===== config.mk =====
export PLATFORM = sky130hd
export DESIGN_NAME = wcs_lane
export DESIGN_NICKNAME = d
export VERILOG_FILES = /design/src/design/wcs_pkg.sv /design/src/design/wcs_lane.sv
export SDC_FILE = /design/constraint.sdc
export NUM_CORES = 2
export LEC_CHECK = 0
export BUFFER_PORTS_ARGS = -buffer_cell sky130_fd_sc_hd__buf_2
export CAP_MARGIN = 10
export CORE_UTILIZATION = 35
export DETAILED_ROUTE_END_ITERATION = 16
export GPL_ROUTABILITY_DRIVEN = 0
export PLACE_DENSITY = 0.57
export SYNTH_ARGS = -nofsm -noshare
export SYNTH_HDL_FRONTEND = slang
export SYNTH_SLANG_ARGS = --single-unit

===== constraint.sdc =====
create_clock -name i_clk -period 13.2 [get_ports i_clk]
set_clock_uncertainty 0.15 [all_clocks]
set_input_delay 0.66 -clock i_clk [delete_from_list [all_inputs] [get_ports i_clk]]
set_output_delay 0.66 -clock i_clk [all_outputs]
set_load 0.01 [all_outputs]

===== src/design/wcs_pkg.sv =====
`timescale 1ns / 1ps
`default_nettype none
// ----------------------------------------------------------------------------
// wcs_pkg
// Shared constants, types and control structs of the correlation statistics
// block.
// ----------------------------------------------------------------------------
package wcs_pkg;

    localparam int WINDOW          = 7;
    localparam int SAMPLE_BITS     = 12;
    localparam int MAX_TILE_PIXELS = 65536;
    localparam int IN_ROWS         = 7;

    localparam int TAPS       = WINDOW * WINDOW;
    localparam int HALF       = WINDOW / 2;
    localparam int CENTRE_TAP = HALF * WINDOW + HALF;

    localparam int ADDR_W = $clog2(TAPS + 1);
    localparam int IDX_W  = 6;
    localparam int PROD_W = 2 * SAMPLE_BITS;
    localparam int CNT_W  = 17;
    localparam int SUM_W  = 41;
    localparam int TAP_W  = 28;
    localparam int VAL_W  = 59;
    localparam int LO_W   = 21;
    localparam int HI_W   = SUM_W - LO_W;
    localparam int DIF_W  = TAP_W + 2;
    localparam int MUL_W  = 31;

    typedef enum logic [1:0] {
        ACT_CLEAR  = 2'd0,
        ACT_COLUMN = 2'd1,
        ACT_READ   = 2'd2
    } t_action;

    typedef enum logic [2:0] {
        S_CLEAR,
        S_IDLE,
        S_ACC,
        S_ACC_TAIL,
        S_READ,
        S_RD_OUT
    } t_state;

    typedef struct packed {
        logic              issue;
        logic              cross_step;
        logic              first;
        logic              clr_wr;
        logic              clr_regs;
        logic [ADDR_W-1:0] addr;
    } t_lane_ctrl;

endpackage
`default_nettype wire


===== src/design/wcs_lane.sv =====
`timescale 1ns / 1ps
`default_nettype none
// ----------------------------------------------------------------------------
// wcs_lane
// One tap lane: multiplier, pair-sum memory column, tap and cross sums.
// ----------------------------------------------------------------------------
module wcs_lane (
    input  wire logic                              i_clk,
    input  wire logic                              i_rst_n,
    input  wire wcs_pkg::t_lane_ctrl               i_ctrl,
    input  wire logic [wcs_pkg::SAMPLE_BITS-1:0]   i_operand,
    input  wire logic [wcs_pkg::SAMPLE_BITS-1:0]   i_tap,
    output logic      [wcs_pkg::SUM_W-1:0]         o_rdata,
    output logic      [wcs_pkg::TAP_W-1:0]         o_tap_sum,
    output logic      [wcs_pkg::SUM_W-1:0]         o_cross_sum
);

    logic [wcs_pkg::SUM_W-1:0]  r_mem [wcs_pkg::TAPS];
    logic [wcs_pkg::SUM_W-1:0]  r_rdata;
    logic [wcs_pkg::PROD_W-1:0] r_prod;
    logic [wcs_pkg::ADDR_W-1:0] r_wr_addr;
    logic                       r_wr_en;
    logic                       r_cr_en;
    logic [wcs_pkg::TAP_W-1:0]  r_tap_sum;
    logic [wcs_pkg::SUM_W-1:0]  r_cross_sum;
    logic [wcs_pkg::SUM_W-1:0]  n_wdata;

    assign n_wdata = r_rdata + {{(wcs_pkg::SUM_W-wcs_pkg::PROD_W){1'b0}}, r_prod};

    always_ff @(posedge i_clk) begin
        if (!i_rst_n) begin
            r_wr_en <= 1'b0;
            r_cr_en <= 1'b0;
        end else begin
            r_wr_en <= i_ctrl.issue && !i_ctrl.cross_step;
            r_cr_en <= i_ctrl.issue && i_ctrl.cross_step;
        end
    end

    always_ff @(posedge i_clk) begin
        if (i_ctrl.issue) begin
            r_prod    <= i_operand * i_tap;
            r_wr_addr <= i_ctrl.addr;
        end
    end

    // pair-sum column: read-modify-write one entry per cycle
    always_ff @(posedge i_clk) begin
        if (r_wr_en) begin
            r_mem[r_wr_addr] <= n_wdata;
        end else if (i_ctrl.clr_wr) begin
            r_mem[i_ctrl.addr] <= '0;
        end
        r_rdata <= r_mem[i_ctrl.addr];
    end

    always_ff @(posedge i_clk) begin
        if (i_ctrl.clr_regs) begin
            r_tap_sum   <= '0;
            r_cross_sum <= '0;
        end else begin
            if (i_ctrl.issue && i_ctrl.first) begin
                r_tap_sum <= r_tap_sum
                    + {{(wcs_pkg::TAP_W-wcs_pkg::SAMPLE_BITS){1'b0}}, i_tap};
            end
            if (r_cr_en) begin
                r_cross_sum <= r_cross_sum
                    + {{(wcs_pkg::SUM_W-wcs_pkg::PROD_W){1'b0}}, r_prod};
            end
        end
    end

    assign o_rdata     = r_rdata;
    assign o_tap_sum   = r_tap_sum;
    assign o_cross_sum = r_cross_sum;

endmodule
`default_nettype wire


==> metrics.yaml <==
outcome: "finished, final reports clean"
setup-violations-final: 0
final_layout_size_suffix_gt1_frac: 0.269
final_cell_mix: "edfxtp_1, mux4_2, clkbuf_16, nand2_1, inv_1"
worst_ep_required_time_ns: 13.63
startpoint_type: "primary input"
synth_top_cell_by_area: "edfxtp_1"
cts_tree: "built"
ys_seq_area_frac: 0.711
worst_pin_slew_ns: 1.22
power_density_nw_per_um2: 174
hold_path_class: "in2reg"
cpLargestDelayFamily: "adder cells"
slowest_delay_ns: 0.57
grt_pass1_wl_um: 345000
synth_flop_cell: "edfxtp_1"
num_rows: 185
yosysTopAreaCellShare: 0.685
cts_buffers: 213
io_pins: 147
comb_power_share: 0.177
first_pass_iters: 5
synth_area_leaders: "edfxtp_1, mux4_2, dfxtp_1"
drv_slew: 0
finalHoldViolCount: 0
async_flop_share: 0
seq_power_share: 0.483
postRouteWirelength_um: 242000
power_switching_mw: 4.87
syn_area_um2: 89300
endpoint_kind: "register"
postCtsResizedCells: 0
synth_edf_count: 2039
slew_headroom: 0.190
reg2reg_from: "r_prod[9]"
final_common_cell: "edfxtp_1"
antenna_found_initial: 7
crit_top_cell: "fa_1"
leakagePower_nw: 33.4
die_area_um2: 257000
syn_nets: 4784
crit_chain: "buf_2, and2_1, fa_1, inv_1, fa_1, inv_1, fa_1, fa_1, inv_1, fa_1, inv_1, ha_1, and4_1, a21oi_1, a21boi_1, a211oi_1, or3_1, a31o_2, a21oi_1, xnor2_1"
grt_max_degree: 122
syn_area_per_cell_um2: 19.8
crit_buf_inv: 5
synth_top_family_by_area: "multiplexers"
worstHoldStart: "i_ctrl[4]"
clockRootBuffer: "clkbuf_16"
initial_core_util: 0.352
vias_per_cell: 5.48
crit_type: "in2reg"
syn_inst: 4522
rsz0062_at_grt: "no"
nNetsFinal: 5066
finalSetupTns_ns: 0
yosysWarnings: 0
wl_per_cell_um: 28.9
yosys.area_share.xor_xnor: 0.00735
remaining_drc_errors: 0
cts.sinks: 2151
ant_nets: 0
route.vias.total: 45900
intPower_mw: 12.8
finalCritPeriodShare: 0.420
die_h_um: 507
synth_mux_area_frac: 0.163
synthAdderAreaFrac: 0.0402
synth-simple-area-share: 0.0346
dp_hpwl_um: 138000
cts_buffer_depth: 3
cap_violations: 0
clk_pin_slew_ns: 0.06
peakVddDrop_uv: 141
grt_usage: 0.188
post-cts-setup-buffers: 0
cp_max_fo: 12
first_global_vias: 46300
worstHoldPathCells: 2
r2r_slack_ns: 8.46
final_util: 0.401
drt_iter0_markers: 5051
die_x_um: 507
synth_seq_cells: 2151
arrival_ns: 5.98
synth_compound_area_frac: 0.0269
areaGrowthSynthToFinish_pct: 14.1
switching_share: 0.275
synth_cell_types: 76
grt_overflow: 0
core_um2: 254000
clk_latency_ns: 0.87
r2r-end: "r_mem[22][39]"
period_minus_slack_ns: 5.54
io_buffers: 146
reg2reg_depth: 10
clkPwrFrac: 0.340
crit_slowest_cell: "fa_1"
min_to: "o_rdata[23]"
cts_htree_levels: 4
max_freq_mhz: 180
-- state kept, by name (all words and copies together) (netlist names) --
signal       flops
r_mem         2009
o_cross_sum     41
o_rdata         41
o_tap_sum       28
r_prod          24
r_wr_addr        6
r_cr_en          1
r_wr_en          1
-- power by group through the flow --
stage	Clock, mW	Combinational, mW	Sequential, mW
final	6.01	3.13	8.55
after global routing	6.38	3.47	8.56
after CTS	6.12	3.17	8.56
after detailed placement	0	3.15	8.70
after global placement	0	3.08	8.69
after floorplan	0	2.02	8.69
-- area by class of cell --
type / instances / area (um^2)
tap: 3366 / 4210
inverter: 161 / 609
clock inverter: 151 / 1430
antenna: 9 / 22.5
multi-input combinational: 1989 / 24800
sequential: 2151 / 63500
timing repair buffer: 288 / 1890
clock buffer: 252 / 5510
fill: 22500 / 152000
-- per-stage QoR --
step                instances  cell area, um^2  worst slack, ns  hold slack [ns]  total power [mW]
detailed placement       7951            94900             6.90            0.328              11.9
floorplan                4522            89300             7.27            0.339              10.7
global route             8364           102000             7.49           0.0487              18.4
finish                   8367           102000             7.66           0.0857              17.7
global placement         7951            94900             6.84            0.313              11.8
CTS                      8358           102000             7.77           0.0117              17.8
-- worst max path at each step --
stage	depth (start not counted)	startpoint	end
3_5_place_dp	20	i_tap[6]	r_prod[22]
5_1_grt	20	i_operand[5]	r_prod[22]
4_1_cts	20	i_tap[6]	r_prod[22]
3_3_place_gp	20	i_tap[6]	r_prod[22]
2_1_floorplan	20	i_operand[8]	r_prod[22]
6_report	20	i_operand[5]	r_prod[22]
-- cells by family (layout without fill, tap and decap cells) --
logic type	Yosys count	count (layout)
flops	2151	2151
mux	685	685
simple gates	631	631
buf+inv	382	852
compound gates	373	373
fa+ha+maj	225	225
xor+xnor	75	75
other cells	0	9
-- Yosys cell counts (16+ instances only) --
cell type / instances
xor2_1: 28
and2_1: 113
nor2_1: 162
edfxtp_1: 2039
nand3_1: 32
buf_2: 59
clkbuf_1: 142
xnor2_1: 47
a211oi_1: 52
nand2_1: 186
or3_1: 19
nor2b_1: 16
mux2i_1: 58
o21ai_0: 45
a21oi_1: 144
fa_1: 103
a21o_1: 26
mux4_2: 615
dfxtp_1: 112
inv_1: 161
ha_1: 122
-- what timing repair did --
action / in CTS / in global routing
setup endpoints to repair: 0 / 0
hold endpoints to repair: 4 / 0
hold buffers: 4 / 0
-- per-layer routing --
layer  track usage  vias up  wire [um]
met5             0        -          0
met4        0.0492        0       5850
met3        0.0303      308      16500
met2         0.304     1756     117000
met1         0.263    25000     103000
li1              -    18900          -
Power figures use the tool's default switching activity.
